## src/trp_pkg.sv

```systemverilog
// ----------------------------------------------------------------------------
// trp_pkg: shared types, constants and table builders
// Kind codes, configuration indexes, divider control types and the
// elaboration-time builders for the log2 and exp2 tables.
// ----------------------------------------------------------------------------
package trp_pkg;

  // transaction kinds
  localparam logic [3:0] KIND_SET_UI    = 4'd0;
  localparam logic [3:0] KIND_DEZIP_DEF = 4'd1;
  localparam logic [3:0] KIND_DEZIP_LEN = 4'd2;
  localparam logic [3:0] KIND_START     = 4'd3;
  localparam logic [3:0] KIND_SET_NOW   = 4'd4;
  localparam logic [3:0] KIND_GET_STEP  = 4'd5;
  localparam logic [3:0] KIND_GET       = 4'd6;
  localparam logic [3:0] KIND_STEP_BY   = 4'd7;
  localparam logic [3:0] KIND_CLEAR     = 4'd8;

  // configuration register indexes
  localparam logic [1:0] CFG_DEFAULT_LEN = 2'd0;
  localparam logic [1:0] CFG_TAPER       = 2'd1;
  localparam logic [1:0] CFG_SKEW        = 2'd2;

  localparam int DIVQ_W      = 29;
  localparam int EXP_W       = 31;
  localparam int LOG_W       = 17;
  localparam logic [30:0] ONE30 = 31'h4000_0000;
  localparam logic [15:0] SKEW_ONE = 16'h8000;
  localparam logic [4:0] ITERS_X = 5'd16;
  localparam logic [4:0] ITERS_E = 5'd29;

  typedef struct packed {
    logic       start;
    logic [4:0] iters;
  } div_ctl_t;

  typedef struct packed {
    logic busy;
    logic done;
  } div_sts_t;

  function automatic logic [63:0] isqrt64(input logic [63:0] v_in);
    logic [63:0] v;
    logic [63:0] res;
    logic [63:0] bitv;
    v = v_in;
    res = '0;
    bitv = 64'h1 << 62;
    for (int j = 0; j < 32; j++) begin
      if (bitv > v) bitv = bitv >> 2;
    end
    for (int j = 0; j < 32; j++) begin
      if (bitv != 0) begin
        if (v >= res + bitv) begin
          v = v - (res + bitv);
          res = (res >> 1) + bitv;
        end else begin
          res = res >> 1;
        end
        bitv = bitv >> 2;
      end
    end
    return res;
  endfunction

  // log2(1 + i/N) in Q.16, by repeated squaring
  function automatic logic [LOG_W-1:0] log_entry(input int i, input int tbits);
    logic [63:0] m;
    logic [16:0] r;
    m = (64'h1 << 30) + (64'(i) << (30 - tbits));
    r = '0;
    if (i >= (1 << tbits)) return 17'h10000;
    for (int b = 15; b >= 0; b--) begin
      m = (m * m) >> 30;
      if (m >= (64'h2 << 30)) begin
        m = m >> 1;
        r[b] = 1'b1;
      end
    end
    return r;
  endfunction

  // 2^(-i/N) in Q1.30
  function automatic logic [EXP_W-1:0] exp_entry(input int i, input int tbits);
    logic [63:0] roots [13];
    logic [63:0] acc;
    logic [63:0] rem;
    logic [63:0] quo;
    for (int k = 0; k < 13; k++) roots[k] = '0;
    roots[0] = 64'h2 << 30;
    for (int k = 1; k <= tbits; k++) roots[k] = isqrt64(roots[k-1] << 30);
    acc = 64'h1 << 30;
    for (int b = 0; b <= tbits; b++) begin
      if (((i >> b) & 1) != 0) acc = (acc * roots[tbits - b]) >> 30;
    end
    rem = '0;
    quo = '0;
    for (int j = 60; j >= 0; j--) begin
      rem = (rem << 1) | ((j == 60) ? 64'h1 : 64'h0);
      if (rem >= acc) begin
        rem = rem - acc;
        quo[j] = 1'b1;
      end
    end
    return EXP_W'(quo);
  endfunction

endpackage

```

## src/trp_div.sv

```systemverilog
// ----------------------------------------------------------------------------
// trp_div: shared restoring divider
// One quotient bit per cycle; the partial remainder may be preloaded.
// ----------------------------------------------------------------------------
module trp_div #(
  parameter int DW = 24
) (
  input  logic                       clk,
  input  logic                       rst_n,
  input  trp_pkg::div_ctl_t          ctl,
  input  logic [DW-1:0]              init_rem,
  input  logic [trp_pkg::DIVQ_W-1:0] dividend,
  input  logic [DW-1:0]              divisor,
  output trp_pkg::div_sts_t          sts,
  output logic [trp_pkg::DIVQ_W-1:0] quotient
);

  logic [DW-1:0]              rem_r;
  logic [trp_pkg::DIVQ_W-1:0] dvd_r;
  logic [trp_pkg::DIVQ_W-1:0] quo_r;
  logic [DW-1:0]              dsr_r;
  logic [4:0]                 cnt_r;
  logic                       busy_r;
  logic                       done_r;
  logic [DW:0]                rem_sh;
  logic                       ge;
  logic [DW-1:0]              rem_nxt;

  always_comb begin
    rem_sh  = {rem_r, dvd_r[trp_pkg::DIVQ_W-1]};
    ge      = rem_sh >= {1'b0, dsr_r};
    rem_nxt = ge ? DW'(rem_sh - {1'b0, dsr_r}) : rem_sh[DW-1:0];
  end

  always_ff @(posedge clk) begin
    if (!rst_n) begin
      busy_r <= 1'b0;
      done_r <= 1'b0;
      cnt_r  <= '0;
    end else begin
      done_r <= 1'b0;
      if (ctl.start) begin
        rem_r  <= init_rem;
        dvd_r  <= dividend;
        dsr_r  <= divisor;
        quo_r  <= '0;
        cnt_r  <= ctl.iters;
        busy_r <= 1'b1;
      end else if (busy_r) begin
        rem_r <= rem_nxt;
        dvd_r <= {dvd_r[trp_pkg::DIVQ_W-2:0], 1'b0};
        quo_r <= {quo_r[trp_pkg::DIVQ_W-2:0], ge};
        cnt_r <= cnt_r - 5'd1;
        if (cnt_r == 5'd1) begin
          busy_r <= 1'b0;
          done_r <= 1'b1;
        end
      end
    end
  end

  assign sts.busy = busy_r;
  assign sts.done = done_r;
  assign quotient = quo_r;

endmodule

```

## config.mk

```make
export PLATFORM = sky130hd
export DESIGN_NAME = trp_div
export DESIGN_NICKNAME = d
export VERILOG_FILES = /design/src/trp_pkg.sv /design/src/trp_div.sv
export SDC_FILE = /design/constraint.sdc
export NUM_CORES = 1
export LEC_CHECK = 0
export BUFFER_PORTS_ARGS = -buffer_cell sky130_fd_sc_hd__buf_2
export CORE_MARGIN = 3
export CORE_UTILIZATION = 51
export DETAILED_ROUTE_END_ITERATION = 10
export GPL_TIMING_DRIVEN = 0
export PLACE_DENSITY = 0.75
export SYNTH_ARGS = -nofsm -noshare
export SYNTH_HDL_FRONTEND = slang
export SYNTH_SLANG_ARGS = --single-unit
```

## constraint.sdc

```tcl
create_clock -name clk -period 2.7 [get_ports clk]
set_input_delay 0.135 -clock clk [delete_from_list [all_inputs] [get_ports clk]]
set_output_delay 0.135 -clock clk [all_outputs]
set_load 0.01 [all_outputs]
```

# Word level (Yosys, flattened, before mapping)
# Index checks and enable logic that the tools add are counted.
[totals] out_inout_bits=31 regBits=113
[op_classes] n_eq_ne=1 n_lt_le_gt_ge=1 addsub=2 n_mux=12 bitwise_logic=2 reduce_logical=4
[op_table] op="29-bit two-way mux" count=3
[op_table] op="24-bit two-way mux" count=3
[op_table] op="25-bit by 24-bit >= comparator with 1-bit output" count=1
[op_table] op="24-bit subtractor" count=1
[op_table] op="5-bit two-way mux" count=2
[op_table] op="5-bit by 1-bit equality test with 1-bit output, second input constant" count=1
[op_table] op="5-bit by 1-bit subtractor with 5-bit output, second input constant" count=1
[op_table] op="1-bit two-way mux" count=4
[op_table] op="2-bit AND reduction" count=2
[op_table] op="3-bit OR reduction" count=1
[op_table] op="1-bit NOT" count=2
[op_table] op="2-bit nonzero test" count=1

# Longest topological paths before layout
[logic_depth] depth_word=4 mapped_depth=11

# Worst setup path after synthesis
# OpenSTA, ideal clock, no wires.
[synth_path] kind="register -> register" from="register busy_r" to="register dvd_r[0] (netlist bit), enable pin" t_arrival_ns=2.439 slack_ns=-0.186 setup_time_ns=0.447 path_buffers=1 period_less_slack_ns=2.886 stages_incl_launch_ff=3 path_cell_list="dfxtp_1 -> clkbuf_1 -> o21a_1"
[synth_via] elab_chain_len=2
[synth_rtl] element="start, declared" line_no="trp_div.sv:23" source="logic busy_r;"
[synth_rtl] element="start signal, assigned" line_no="trp_div.sv:37" source="busy_r <= 1'b0;"
[synth_rtl] element="start signal, assigned" line_no="trp_div.sv:48" source="busy_r <= 1'b1;"
[synth_rtl] element="start signal, assigned" line_no="trp_div.sv:55" source="busy_r <= 1'b0;"
[synth_rtl] element="2-bit nonzero test (no source line)"
[synth_rtl] element="2-bit AND reduction (no source line)"
[synth_rtl] element="end signal, assigned" line_no="trp_div.sv:44" source="dvd_r <= dividend;"
[synth_rtl] element="end signal, assigned" line_no="trp_div.sv:51" source="dvd_r <= {dvd_r[trp_pkg::DIVQ_W-2:0], 1'b0};"
[synth_rtl] element="end, declared" line_no="trp_div.sv:19" source="logic [trp_pkg::DIVQ_W-1:0] dvd_r;"
# No other way between the ends.
# A chain may end at the register's enable or synchronous reset.

# Worst setup path in the final report
[layout_path] from="register dvd_r[28] (netlist bit)" to="register rem_r[16] (data pin)"
[layout_via] elab_chain_len=4 word_cells_on_any_way=5 cone_classes="add/sub: 1; order compare: 1; mux: 3"
[layout_rtl] element="24-bit subtractor or 25-bit by 24-bit >= comparator with 1-bit output (tied branches)" line_no="trp_div.sv:32, trp_div.sv:31"
[layout_rtl] element="24-bit two-way mux (*)" line_no="trp_div.sv:32" source="rem_nxt = ge ? DW'(rem_sh - {1'b0, dsr_r}) : rem_sh[DW-1:0];"
[layout_rtl] element="24-bit two-way mux (*)" line_no="trp_div.sv:49" source="end else if (busy_r) begin"
[layout_rtl] element="24-bit two-way mux (*)" line_no="trp_div.sv:42" source="if (ctl.start) begin"
[layout_rtl] element="end signal, assigned" line_no="trp_div.sv:43" source="rem_r <= init_rem;"
[layout_rtl] element="end signal, assigned" line_no="trp_div.sv:50" source="rem_r <= rem_nxt;"
[layout_rtl] element="end, declared" line_no="trp_div.sv:18" source="logic [DW-1:0] rem_r;"
# Every way passes the cells marked *; elsewhere a longest branch is shown, timed or not. The select of a mux whose other input is x is not followed.

==> flow_metrics.env <==
export IMPL_status="completed"
export IMPL_finalSetupViolCount=0
export IMPL_power_frac_comb_pct=20.4
export IMPL_power_switching_mw=1.48
export IMPL_min_period_over_period_pct=99.2
export IMPL_drt_iter0_drc=320
export IMPL_drt_total_wl_um=15900
export IMPL_place_inst=776
export IMPL_fp_coreArea_um2=11600
export IMPL_slowest_delay_ps=410
export IMPL_drive_above_1_share_pct=34.4
export IMPL_ios=116
export IMPL_grt_pass1_vias=4833
export IMPL_synthToLayoutAreaGrowth_pct=34.2
export IMPL_slew_viol_final=0
export IMPL_synth_area_um2=6120
export IMPL_die_x_um=116
export IMPL_cp_required_ps=2840
export IMPL_antenna_left=0
export IMPL_post_route_util_pct=71.0
export IMPL_initial_core_util_pct=52.9
export IMPL_path_cells="inv_1, ha_2, inv_1, fa_1, a21oi_2, nor2_1, o211ai_1, buf_4, nand3_1, o211ai_1, xor2_1, o31ai_1"
export IMPL_cellPowerDensity_nw_per_um2=711
export IMPL_synthCells=517
export IMPL_setup_tns_ps=0
export IMPL_relSlewSlack_pct=14.2
export IMPL_dr_pass1_iters=6
export IMPL_placed_cell_area_um2=6910
export IMPL_finalClockSkew_ps=6.59
export IMPL_viasPerCell=5.70
export IMPL_clock_path_buffers=2
export IMPL_grt_pass1_wl_um=24800
export IMPL_antenna_found_initial=0
export IMPL_p_sw_share_pct=25.4
export IMPL_crit_start="dvd_r[28]"
export IMPL_grt_max_degree=59
export IMPL_grt_use_total_pct=24.4
export IMPL_p_int_mw=4.35
export IMPL_dieArea_um2=13300
export IMPL_crit_family="compound AO/OA/AOI/OAI gates"
export IMPL_synth_nets=629
export IMPL_final_net_count=805
export IMPL_ctsRootBufferMaster="clkbuf_16"
export IMPL_grt_ovfl_total=0
export IMPL_hp_start="dividend[3]"
export IMPL_p_leak_nw=3.34
export IMPL_yosys_warnings=0
export IMPL_syn_avg_cell_area_um2=11.8
export IMPL_portBuffers=115
export IMPL_maxCapViolations=0
export IMPL_cts_buffers=17
export IMPL_arrival_ps=2820
export IMPL_multiInputGateArea_um2=2820
export IMPL_ys_types=63
export IMPL_synth_edff_count=106
export IMPL_pwr_share_clk_pct=42.7
export IMPL_fin_area_um2=8210
export IMPL_final_cell_mix="buf_2 (116), edfxtp_1 (106), inv_1 (31), nor2b_1 (31), mux2_2 (29)"
export IMPL_timing_final_crit_period_ps=2680
export IMPL_cts_tree="yes"
export IMPL_worstMarginPinSlew_ps=1290
export IMPL_peakVddDrop_v=0.000547
export IMPL_n_fill_cell=850
export IMPL_ys_async_sr_fraction_pct=0
export IMPL_place_hpwl_um=10700
export IMPL_clock_sinks=113
export IMPL_ys_dominant_reg_cell="edfxtp_1"
export IMPL_crit_slowest_cell="fa_1"
export IMPL_critPathLaunchType="flip-flop"
export IMPL_clk_latency_ps=420
export IMPL_h_tree_depth=4
export IMPL_critPathBufInv=3
export IMPL_vias=4837
export IMPL_path_clk_slew_ps=50
export IMPL_final_common_cell="buf_2"
export IMPL_final_cells=849
export IMPL_hold_worst_slack_ps=19.6
export IMPL_rsz0062_at_grt="true"
export IMPL_place_gp_congestion=0.936
export IMPL_crit_fanout=4
export IMPL_yosysSeqAreaShare_pct=54.3
export IMPL_antenna_cells=0
export IMPL_synth_seq_cells=113
export IMPL_wl_per_cell_um=18.8
export IMPL_critPathKind="reg -> reg"
export IMPL_hold_path_class="in -> reg"
export IMPL_drc_errors=0
export IMPL_r2r_start="dvd_r[28]"
export IMPL_fp_dieH_um=116
export IMPL_p_seq_share_pct=36.9
export IMPL_fmax_mhz=374
export IMPL_hold_viol=0
export IMPL_cp_end_kind="flip-flop"
export IMPL_fp_row_count=39
export IMPL_seq_area_um2=3320
==> sequential cells by signal, indices dropped and copies added, names as in the netlist <==
name      count
rem_r        24
busy_r        1
cnt_r         5
dvd_r        29
done_r        1
dsr_r        24
quotient     29
==> logic make-up after synthesis <==
group	count (synthesis)	synth area share [%]
AND/OR/NAND/NOR	156	14.3
AO/OA/AOI/OAI	114	13.4
flip-flops	113	54.3
buffers and inverters	56	3.78
multiplexers	29	5.34
adder cells (fa/ha/maj)	27	5.65
XOR/XNOR	22	3.15
==> power groups by stage <==
stage               clock network, mW  registers (mW)  logic [mW]
global route                     2.61            2.17        1.29
global placement                    0            2.18       0.965
detailed placement                  0            2.18       0.999
finish                           2.49            2.15        1.19
CTS                              2.51            2.15        1.09
floorplan                           0            2.18       0.694
==> synth_stat cells (4+ instances only) <==
library cell,number,share of area (%)
nor2b_1,33,3.4
buf_2,5,0.41
a21oi_1,18,1.5
nor3_1,12,0.98
o21ai_0,13,1.1
dfxtp_1,7,2.3
a41oi_1,11,1.6
xnor2_1,10,1.4
edfxtp_1,106,52
mux2_2,29,5.3
o211ai_1,6,0.74
xor2_1,12,1.7
and2_1,17,1.7
o311ai_1,4,0.57
nand2_1,28,1.7
o21ai_1,6,0.49
nand3_1,13,1.1
o21a_1,4,0.49
clkbuf_1,14,0.86
a21o_1,12,1.5
a31oi_1,8,0.82
ha_1,26,5.3
o211a_1,4,0.65
nor2_1,22,1.4
inv_1,33,2.0
o31ai_1,8,0.98
and3_1,5,0.51
nand4_1,8,0.82
==> worst reg2reg max path, cell delays in order (launching register included) <==
cell      delay [ps]
edfxtp_1         370
inv_1            110
ha_2             200
inv_1             50
fa_1             410
a21oi_2          200
nor2_1           100
o211ai_1         280
buf_4            160
nand3_1           70
o211ai_1         130
xor2_1           230
o31ai_1           90
==> final timing paths <==
| kind | to | cells past startpoint | slack, ps |
|---|---|---|---|
| setup / recovery | rem_r[16] | 12 | 20 |
| hold / removal | dvd_r[3] | 2 | 20 |
| setup reg to reg | rem_r[16] | 12 | 20 |
| hold reg to reg | dvd_r[10] | 1 | 550 |
==> stage by stage <==
step	worst slack [ps]	power [mW]
finish	22.6	5.84
global route	-37.1	6.07
CTS	-5.74	5.76
detailed placement	-414	3.18
global placement	-447	3.14
floorplan	76.3	2.87
==> layout make-up <==
type,instances,area share (%)
Tap cell,143,2.18
Sequential cell,113,40.5
Clock buffer,21,5.37
Clock inverter,11,2.56
Buffer,21,1.34
Multi-Input combinational cell,348,34.3
Timing Repair Buffer,158,12.2
Inverter,34,1.55
==> routing by layer <==
metal / up-vias / wire length, um / GRT usage [%]
met5: - / 0 / 0
met4: 0 / 475 / 9.31
met3: 35 / 1180 / 6.63
met2: 218 / 7590 / 39.4
met1: 2291 / 6710 / 31.7
li1: 2293 / - / -
==> timing repair <==
action                                  CTS  global route
gates resized for setup                  21            40
setup buffers                             7             7
endpoints found under the setup margin   25            25
pin swaps                                 8            14
hold endpoints to repair                 28             0
hold buffers                             28             0
(Power assumes the default switching activity.)
